`src/hdl/hoi_pkg.sv`:
```
// ----------------------------------------------------------------------------
// hoi_pkg
// Shared widths, constants, command/status types and the arctangent table
// used by the odometry integrator.
// ----------------------------------------------------------------------------
package hoi_pkg;

  localparam int PULSE_W   = 8;
  localparam int HEAD_W    = 13;
  localparam int DPP_W     = 16;
  localparam int POS_W     = 32;
  localparam int SUM_W     = PULSE_W + 1;
  localparam int TRAVEL_W  = SUM_W + DPP_W + 1;
  localparam int TRIG_W    = 32;
  localparam int Z_W       = 29;
  localparam int PROD_W    = TRAVEL_W + TRIG_W;
  localparam int DELTA_W   = PROD_W - 31;
  localparam int REM_W     = 11;
  localparam int ATAN_ENTRIES = 24;
  localparam int STEP_W    = $clog2(ATAN_ENTRIES);
  localparam int IN_DATA_W  = 32;
  localparam int OUT_DATA_W = 80;

  localparam int TRIG_ITERATIONS_DEFAULT = 16;

  localparam logic [DPP_W-1:0]  DPP_RESET    = 16'd617;
  localparam logic [HEAD_W-1:0] FULL_TURN    = 13'd5760;
  localparam logic [HEAD_W-1:0] QUARTER_TURN = 13'd1440;
  localparam logic [HEAD_W-1:0] HALF_TURN    = 13'd2880;
  localparam logic [HEAD_W-1:0] THREE_QUARTER_TURN = 13'd4320;
  localparam logic signed [TRIG_W-1:0] CORDIC_GAIN = 32'sd652032874;

  localparam logic [1:0] QUAD_0 = 2'd0;
  localparam logic [1:0] QUAD_1 = 2'd1;
  localparam logic [1:0] QUAD_2 = 2'd2;
  localparam logic [1:0] QUAD_3 = 2'd3;

  typedef struct packed {
    logic load;
    logic rotate;
    logic mul_x;
    logic mul_y;
    logic round;
    logic acc_x;
    logic acc_y;
    logic publish;
  } hoi_cmd_t;

  typedef struct packed {
    logic out_busy;
  } hoi_status_t;

  // atan(2^-i) in units of 2^-20 degree
  function automatic logic signed [Z_W-1:0] atan_entry(input logic [STEP_W-1:0] idx);
    logic signed [Z_W-1:0] v;
    unique case (idx)
      5'd0:    v = 29'sd47185920;
      5'd1:    v = 29'sd27855475;
      5'd2:    v = 29'sd14718068;
      5'd3:    v = 29'sd7471121;
      5'd4:    v = 29'sd3750058;
      5'd5:    v = 29'sd1876857;
      5'd6:    v = 29'sd938658;
      5'd7:    v = 29'sd469357;
      5'd8:    v = 29'sd234682;
      5'd9:    v = 29'sd117342;
      5'd10:   v = 29'sd58671;
      5'd11:   v = 29'sd29335;
      5'd12:   v = 29'sd14668;
      5'd13:   v = 29'sd7334;
      5'd14:   v = 29'sd3667;
      5'd15:   v = 29'sd1833;
      5'd16:   v = 29'sd917;
      5'd17:   v = 29'sd458;
      5'd18:   v = 29'sd229;
      5'd19:   v = 29'sd115;
      5'd20:   v = 29'sd57;
      5'd21:   v = 29'sd29;
      5'd22:   v = 29'sd14;
      5'd23:   v = 29'sd7;
      default: v = '0;
    endcase
    return v;
  endfunction

endpackage

```
`src/hdl/heading_odometry_integrator.sv`:
```
// ----------------------------------------------------------------------------
// heading_odometry_integrator
// Dead-reckoning pose update from wheel pulse counts and an absolute heading.
// ----------------------------------------------------------------------------
// usage
//   s_axis carries one sample per transaction: left and right signed pulse
//   counts and a heading in 1/16 degree (wrapped once if a full turn or more)
//   cfg_* writes distance_per_pulse (Q0.16 metres); cfg_ready is always high,
//   write only while no sample is in flight
//   m_axis returns the updated X/Y position (Q16.16, saturating), the stored
//   heading and a saturation flag in tuser, one transaction per sample
//   a sample runs through load, the CORDIC loop (one step per cycle), the
//   shared multiplier for X then Y, the X and Y accumulators and the publish
//   state; s_axis_tready is high only in idle, so a new sample is taken only
//   once the last one has been handed to the output register
//   the output register holds a result while m_axis_tready is low; the next
//   sample is still taken and computed, and waits only for the hand-off
//   reset clears position and heading and sets distance_per_pulse to 617
// ----------------------------------------------------------------------------
module heading_odometry_integrator
  import hoi_pkg::*;
#(
  parameter int TRIG_ITERATIONS = TRIG_ITERATIONS_DEFAULT
) (
  input  logic                  clk,
  input  logic                  rst,
  input  logic                  s_axis_tvalid,
  output logic                  s_axis_tready,
  // left_pulse_delta[7:0], right_pulse_delta[15:8], heading_sixteenths[28:16]
  input  logic [IN_DATA_W-1:0]  s_axis_tdata,
  input  logic                  cfg_valid,
  output logic                  cfg_ready,
  input  logic [DPP_W-1:0]      cfg_data,
  output logic                  m_axis_tvalid,
  input  logic                  m_axis_tready,
  // x_position[31:0], y_position[63:32], heading_out[76:64]
  output logic [OUT_DATA_W-1:0] m_axis_tdata,
  // saturated[0]
  output logic                  m_axis_tuser
);

  hoi_cmd_t          cmd;
  hoi_status_t       status;
  logic [STEP_W-1:0] step;

  hoi_ctrl #(
    .TRIG_ITERATIONS(TRIG_ITERATIONS)
  ) u_ctrl (
    .clk           (clk),
    .rst           (rst),
    .s_axis_tvalid (s_axis_tvalid),
    .s_axis_tready (s_axis_tready),
    .status        (status),
    .cmd           (cmd),
    .step          (step)
  );

  hoi_datapath u_datapath (
    .clk           (clk),
    .rst           (rst),
    .cmd           (cmd),
    .step          (step),
    .status        (status),
    .s_axis_tdata  (s_axis_tdata),
    .cfg_valid     (cfg_valid),
    .cfg_ready     (cfg_ready),
    .cfg_data      (cfg_data),
    .m_axis_tvalid (m_axis_tvalid),
    .m_axis_tready (m_axis_tready),
    .m_axis_tdata  (m_axis_tdata),
    .m_axis_tuser  (m_axis_tuser)
  );

endmodule

```
`src/hdl/hoi_ctrl.sv`:
```
// ----------------------------------------------------------------------------
// hoi_ctrl
// Sequencer for one odometry update: load, CORDIC steps, two multiplies,
// two accumulator updates and the hand-off to the output register.
// ----------------------------------------------------------------------------
module hoi_ctrl
  import hoi_pkg::*;
#(
  parameter int TRIG_ITERATIONS = TRIG_ITERATIONS_DEFAULT
) (
  input  logic              clk,
  input  logic              rst,
  input  logic              s_axis_tvalid,
  output logic              s_axis_tready,
  input  hoi_status_t       status,
  output hoi_cmd_t          cmd,
  output logic [STEP_W-1:0] step
);

  localparam int STEPS = (TRIG_ITERATIONS < ATAN_ENTRIES) ? TRIG_ITERATIONS : ATAN_ENTRIES;
  localparam logic [STEP_W-1:0] LAST_STEP = STEP_W'(STEPS - 1);

  localparam logic [2:0] S_IDLE    = 3'd0;
  localparam logic [2:0] S_ROTATE  = 3'd1;
  localparam logic [2:0] S_MUL_X   = 3'd2;
  localparam logic [2:0] S_MUL_Y   = 3'd3;
  localparam logic [2:0] S_ACC_X   = 3'd4;
  localparam logic [2:0] S_ACC_Y   = 3'd5;
  localparam logic [2:0] S_PUBLISH = 3'd6;

  logic [2:0]        state, state_next;
  logic [STEP_W-1:0] step_next;

  assign s_axis_tready = (state == S_IDLE);

  always_comb begin
    state_next = state;
    step_next  = step;
    cmd        = '0;
    unique case (state)
      S_IDLE: begin
        if (s_axis_tvalid) begin
          cmd.load   = 1'b1;
          step_next  = '0;
          state_next = S_ROTATE;
        end
      end
      S_ROTATE: begin
        cmd.rotate = 1'b1;
        if (step == LAST_STEP) begin
          state_next = S_MUL_X;
        end else begin
          step_next = step + 1'b1;
        end
      end
      S_MUL_X: begin
        cmd.mul_x  = 1'b1;
        state_next = S_MUL_Y;
      end
      S_MUL_Y: begin
        cmd.mul_y  = 1'b1;
        cmd.round  = 1'b1;
        state_next = S_ACC_X;
      end
      S_ACC_X: begin
        cmd.acc_x  = 1'b1;
        cmd.round  = 1'b1;
        state_next = S_ACC_Y;
      end
      S_ACC_Y: begin
        cmd.acc_y  = 1'b1;
        state_next = S_PUBLISH;
      end
      S_PUBLISH: begin
        // hold until the output register can take the result
        if (!status.out_busy) begin
          cmd.publish = 1'b1;
          state_next  = S_IDLE;
        end
      end
      default: begin
        state_next = S_IDLE;
      end
    endcase
  end

  always_ff @(posedge clk) begin
    if (rst) begin
      state <= S_IDLE;
      step  <= '0;
    end else begin
      state <= state_next;
      step  <= step_next;
    end
  end

endmodule

```
`src/hdl/hoi_datapath.sv`:
```
// ----------------------------------------------------------------------------
// hoi_datapath
// Travel product, heading wrap and quadrant split, CORDIC rotation, shared
// multiplier, saturating accumulators, config register and output register.
// ----------------------------------------------------------------------------
module hoi_datapath
  import hoi_pkg::*;
(
  input  logic                  clk,
  input  logic                  rst,
  input  hoi_cmd_t              cmd,
  input  logic [STEP_W-1:0]     step,
  output hoi_status_t           status,
  input  logic [IN_DATA_W-1:0]  s_axis_tdata,
  input  logic                  cfg_valid,
  output logic                  cfg_ready,
  input  logic [DPP_W-1:0]      cfg_data,
  output logic                  m_axis_tvalid,
  input  logic                  m_axis_tready,
  output logic [OUT_DATA_W-1:0] m_axis_tdata,
  output logic                  m_axis_tuser
);

  logic [DPP_W-1:0]            dpp;
  logic signed [TRAVEL_W-1:0]  travel;
  logic [HEAD_W-1:0]           heading;
  logic [1:0]                  quad;
  logic signed [TRIG_W-1:0]    cx, cy;
  logic signed [Z_W-1:0]       cz;
  logic signed [PROD_W-1:0]    prod;
  logic signed [DELTA_W-1:0]   delta;
  logic signed [POS_W-1:0]     acc_x, acc_y;
  logic                        clip;

  logic signed [PULSE_W-1:0]   left_pulse_delta, right_pulse_delta;
  logic [HEAD_W-1:0]           heading_sixteenths;
  logic signed [SUM_W-1:0]     pulse_sum;
  logic [HEAD_W-1:0]           head_wrap, quad_base;
  logic [1:0]                  quad_in;
  logic [REM_W-1:0]            remainder;
  logic signed [TRIG_W-1:0]    cx_sh, cy_sh, cos_v, sin_v, mul_op;
  logic signed [PROD_W-1:0]    prod_round;
  logic signed [POS_W-1:0]     acc_sel, acc_sat;
  logic signed [POS_W:0]       acc_sum;
  logic                        acc_ovf;

  assign cfg_ready = 1'b1;
  assign status.out_busy = m_axis_tvalid && !m_axis_tready;

  assign left_pulse_delta   = s_axis_tdata[7:0];
  assign right_pulse_delta  = s_axis_tdata[15:8];
  assign heading_sixteenths = s_axis_tdata[28:16];
  assign pulse_sum = SUM_W'(left_pulse_delta) + SUM_W'(right_pulse_delta);

  // headings of one full turn and above wrap once
  always_comb begin
    head_wrap = (heading_sixteenths >= FULL_TURN) ? heading_sixteenths - FULL_TURN
                                                  : heading_sixteenths;
    priority if (head_wrap >= THREE_QUARTER_TURN) begin
      quad_in = QUAD_3;  quad_base = THREE_QUARTER_TURN;
    end else if (head_wrap >= HALF_TURN) begin
      quad_in = QUAD_2;  quad_base = HALF_TURN;
    end else if (head_wrap >= QUARTER_TURN) begin
      quad_in = QUAD_1;  quad_base = QUARTER_TURN;
    end else begin
      quad_in = QUAD_0;  quad_base = '0;
    end
    remainder = REM_W'(head_wrap - quad_base);
  end

  assign cx_sh = cx >>> step;
  assign cy_sh = cy >>> step;

  // map the first-quadrant pair onto the full circle
  always_comb begin
    unique case (quad)
      QUAD_0: begin cos_v = cx;  sin_v = cy;  end
      QUAD_1: begin cos_v = -cy; sin_v = cx;  end
      QUAD_2: begin cos_v = -cx; sin_v = -cy; end
      QUAD_3: begin cos_v = cy;  sin_v = -cx; end
      default: begin cos_v = cx; sin_v = cy;  end
    endcase
  end

  assign mul_op     = cmd.mul_y ? sin_v : cos_v;
  assign prod_round = prod + PROD_W'(64'sd1073741824);

  assign acc_sel = cmd.acc_y ? acc_y : acc_x;
  assign acc_sum = (POS_W+1)'(acc_sel) + (POS_W+1)'(delta);
  assign acc_ovf = acc_sum[POS_W] != acc_sum[POS_W-1];
  assign acc_sat = acc_ovf ? (acc_sum[POS_W] ? {1'b1, {(POS_W-1){1'b0}}}
                                             : {1'b0, {(POS_W-1){1'b1}}})
                           : acc_sum[POS_W-1:0];

  always_ff @(posedge clk) begin
    if (rst) begin
      dpp     <= DPP_RESET;
      acc_x   <= '0;
      acc_y   <= '0;
      heading <= '0;
      m_axis_tvalid <= 1'b0;
    end else begin
      if (cfg_valid && cfg_ready) begin
        dpp <= cfg_data;
      end
      if (cmd.load) begin
        heading <= head_wrap;
      end
      if (cmd.acc_x) begin
        acc_x <= acc_sat;
      end
      if (cmd.acc_y) begin
        acc_y <= acc_sat;
      end
      if (cmd.publish) begin
        m_axis_tvalid <= 1'b1;
      end else if (m_axis_tready) begin
        m_axis_tvalid <= 1'b0;
      end
    end
  end

  always_ff @(posedge clk) begin
    if (cmd.load) begin
      travel <= pulse_sum * $signed({1'b0, dpp});
      quad   <= quad_in;
      cx     <= CORDIC_GAIN;
      cy     <= '0;
      cz     <= $signed(Z_W'({remainder, 16'd0}));
    end
    if (cmd.rotate) begin
      if (!cz[Z_W-1]) begin
        cx <= cx - cy_sh;
        cy <= cy + cx_sh;
        cz <= cz - atan_entry(step);
      end else begin
        cx <= cx + cy_sh;
        cy <= cy - cx_sh;
        cz <= cz + atan_entry(step);
      end
    end
    if (cmd.mul_x || cmd.mul_y) begin
      prod <= travel * mul_op;
    end
    if (cmd.round) begin
      delta <= DELTA_W'(prod_round >>> 31);
    end
    if (cmd.acc_x) begin
      clip <= acc_ovf;
    end else if (cmd.acc_y) begin
      clip <= clip | acc_ovf;
    end
    if (cmd.publish) begin
      m_axis_tdata <= {3'b000, heading, acc_y, acc_x};
      m_axis_tuser <= clip;
    end
  end

endmodule

```
`config.mk`:
```
export PLATFORM = sky130hd
export DESIGN_NAME = heading_odometry_integrator
export DESIGN_NICKNAME = d
export VERILOG_FILES = /design/src/hdl/hoi_pkg.sv /design/src/hdl/heading_odometry_integrator.sv /design/src/hdl/hoi_ctrl.sv /design/src/hdl/hoi_datapath.sv
export SDC_FILE = /design/constraint.sdc
export NUM_CORES = 2
export LEC_CHECK = 0
export ABC_AREA = 0
export BUFFER_PORTS_ARGS = -buffer_cell sky130_fd_sc_hd__buf_2
export CELL_PAD_IN_SITES_DETAIL_PLACEMENT = 0
export CELL_PAD_IN_SITES_GLOBAL_PLACEMENT = 1
export CORE_ASPECT_RATIO = 0.6
export CORE_MARGIN = 2
export CORE_UTILIZATION = 32
export CTS_BUF_LIST = sky130_fd_sc_hd__clkbuf_2 sky130_fd_sc_hd__clkbuf_4 sky130_fd_sc_hd__clkbuf_8
export DETAILED_ROUTE_END_ITERATION = 10
export PLACE_DENSITY = 0.56
export SLEW_MARGIN = 20
export SYNTH_ARGS = -nofsm -noshare
export SYNTH_HDL_FRONTEND = slang
export SYNTH_SLANG_ARGS = --single-unit
```
`constraint.sdc`:
```
create_clock -name clk -period 20.3 [get_ports clk]
set_input_delay 0 -clock clk [delete_from_list [all_inputs] [get_ports clk]]
set_output_delay 0 -clock clk [all_outputs]
set_load 0.03 [all_outputs]
```
==> impl_metrics.py <==
metrics = {
    "logic_synthesis": {
        "synth_edf_count": 255,
        "synthCells": 6776,
        "ys_seq_area_share_pct": 16.65,
        "ys_seq_elements": 383,
        "ys_types": 90,
        "yosys_warnings": 0,
        "postSynthAreaPerCell_sq_um": 9.060,
        "syn_area_sq_um": 61390,
        "async_flop_share_pct": 0,
        "ys.flop_type": "edfxtp_1",
    },
    "cells_and_area": {
        "areaGrowthSynthToFinish_pct": 9.502,
        "n_fill_cell": 19675,
        "nets": 8205,
        "drive_above_1_share_pct": 8.245,
        "multi_input_area_sq_um": 45830,
        "seq_area_sq_um": 10230,
    },
    "timing": {
        "slew_headroom_pct": 18.77,
        "finalCritPeriodShare_pct": 60.28,
        "min_period_ns": 12.24,
        "setup_tns_ns": 0,
        "tightest_slew_ns": 1.219,
        "clock.fmax_mhz": 81.72,
        "finClkSkew_ns": 0.05751,
        "maxSlewViolCount": 0,
        "setup_viol": 0,
        "rsz0062_at_grt": "no",
        "hold_violations": 0,
    },
    "critical_path": {
        "rr_startpoint": "u_datapath.cy[14]",
        "cp.required_ns": 20.77,
        "path_common_cell": "fa_1",
        "crit_arrival_ns": 12.71,
        "crit_fanout": 32,
        "cpPeakStageDelay_ns": 0.87,
        "cpMaxStageDelayCell": "fa_1",
        "crit_start": "u_datapath.cy[14]",
        "path_class": "reg2reg",
        "critPathLaunchType": "flip-flop",
        "end_kind": "flip-flop",
    },
    "placement": {
        "portBuffers": 129,
        "dp_hpwl_um": 157500,
        "gp_congestion": 0.8985,
    },
    "route": {
        "drt-pass1-iter-count": 6,
        "wl_um": 213400,
        "routedWlPerCell_um": 22.69,
        "drt_first_iter_violations": 4468,
        "antenna_left": 0,
        "vias_per_cell": 5.163,
        "vias": 48546,
        "drcViolationCount": 0,
    },
    "floorplanning": {
        "start_util_pct": 32.22,
        "core_sq_um": 190500,
        "io_pins": 137,
        "die_y_um": 343.3,
        "die_area_sq_um": 195500,
        "num_rows": 124,
        "die_w_um": 569.5,
    },
    "run": {
        "drv_cap": 0,
    },
    "clocking": {
        "postCtsResizedCells": 0,
        "cts_tree": "built",
        "post_cts_buffers": 0,
        "clock-sinks": 383,
        "clkLatencyLatePin_ns": 0.77,
        "cts_buffers": 73,
        "clock_path_buffers": 3,
        "root_buffer": "clkbuf_8",
        "hold_buffers": 79,
        "clk_pin_slew_ns": 0.09,
        "cts_max_level": 3,
    },
    "worst_hold_path": {
        "hp-start": "s_axis_tdata[19]",
        "hold_path_class": "in2reg",
    },
    "grt": {
        "grt-ovfl-total": 0,
        "grt_usage_pct": 21.88,
        "grt_pass1_wl_um": 320100,
        "grt_max_degree": 78,
        "antenna_found_initial": 14,
        "first_global_vias": 47716,
    },
    "outcome": {
        "status": "complete, no violations",
    },
}
[registers in the layout, summed over array words and instances, names as in the netlist, named ones only]
signal / flops
u_datapath.m_axis_tuser: 1
u_ctrl.state: 3
u_datapath.delta: 27
u_datapath.acc_x: 32
u_datapath.m_axis_tdata: 77
u_datapath.dpp: 16
u_datapath.cx: 32
u_datapath.prod: 28
u_datapath.travel: 26
u_datapath.acc_y: 32
u_datapath.m_axis_tvalid: 1
u_datapath.quad: 2
u_datapath.heading: 13
u_datapath.cy: 32
u_ctrl.step: 5
u_datapath.clip: 1
u_datapath.cz: 29
[cells by family (layout without fill, tap and decap cells)]
family / after synthesis / in the layout / share of synthesized area (%)
AOI/OAI and AO/OA: 939 / 939 / 9.752
xor gates and xnor gates: 322 / 322 / 4.594
adders and majority gates: 1332 / 1332 / 38.87
buffers and inverters: 1467 / 1566 / 9.076
DFF: 383 / 383 / 16.65
muxes: 167 / 167 / 4.645
other: 2 / 9 / 0.01223
and+or+nand+nor: 2164 / 2164 / 16.41
[layer usage]
layer / track usage, % / share of wire, %
met1: 36.69 / 53
met2: 26.86 / 35
met3: 6.243 / 11
met4: 3.052 / 1.1
met5: 0 / 0.016
[critical path, delay by kind of cell (launching register included)]
kind | cells | cell delay [ns]
adders and majority gates | 8 | 4.40
AOI/OAI and AO/OA | 7 | 2.08
DFF | 1 | 0.65
buffers and inverters | 6 | 0.80
and+or+nand+nor | 6 | 2.55
xor gates and xnor gates | 2 | 0.35
muxes | 2 | 1.03
[cells in the mapped netlist (36+ instances only)]
cell / instances / area share, %
a211oi_1: 39 / 0.48
a21o_1: 95 / 1.2
a21oi_1: 303 / 2.5
a31oi_1: 51 / 0.52
and2_1: 390 / 4.0
clkbuf_1: 292 / 1.8
dfxtp_1: 128 / 4.2
edfxtp_1: 255 / 12
fa_1: 959 / 31
ha_1: 371 / 7.6
inv_1: 1107 / 6.8
mux2i_1: 61 / 0.99
mux4_2: 93 / 3.4
nand2_1: 1003 / 6.1
nand2b_1: 51 / 0.52
nand3_1: 54 / 0.44
nor2_1: 381 / 2.3
nor2b_1: 36 / 0.37
nor3_1: 78 / 0.64
o21a_1: 38 / 0.46
o21ai_0: 170 / 1.4
xnor2_1: 182 / 2.6
xor2_1: 140 / 2.0
[cell type report]
cell class | instances | area share [%]
diodes | 5 | 0.01861
clock buffers | 99 | 1.822
repair buffers | 324 | 3.462
clock inverters | 31 | 0.4076
well taps | 2520 | 4.690
inverters | 1112 | 6.211
flip-flops and latches | 383 | 15.22
multi-input cells | 4928 | 68.17
[stage by stage]
stage	util, %	cell area (sq um)	cells	hold slack, ns	setup WS (ns)
floorplan	-	61400	6778	0.1224	10.59
global placement	34.06	64890	9187	0.2196	8.304
detailed placement	34.07	64920	9188	0.2154	8.210
CTS	35.28	67210	9397	0.03047	8.167
global route	35.28	67220	9399	0.1127	7.416
finish	35.28	67220	9402	0.1514	8.063
[final timing paths]
check / to / slack, ns / cells after the start
min: u_datapath.cz[19] / 0.15 / 4
max: u_datapath.prod[51] / 8.06 / 31
min reg2reg: u_datapath.m_axis_tdata[72] / 0.43 / 0
max reg2reg: u_datapath.prod[51] / 8.06 / 31
[placed cells by master, fill, tap and decap left out, drive strengths merged, types with 175 or more instances in the layout]
cell       n
edfxtp   255
nand2   1003
o21ai    175
xnor2    182
ha       371
a21oi    303
fa       959
inv     1114
nor2     381
buf      245
and2     398
Power is not shown: default switching activity piles up to over one toggle a cycle in this logic, so the estimate is an artifact.
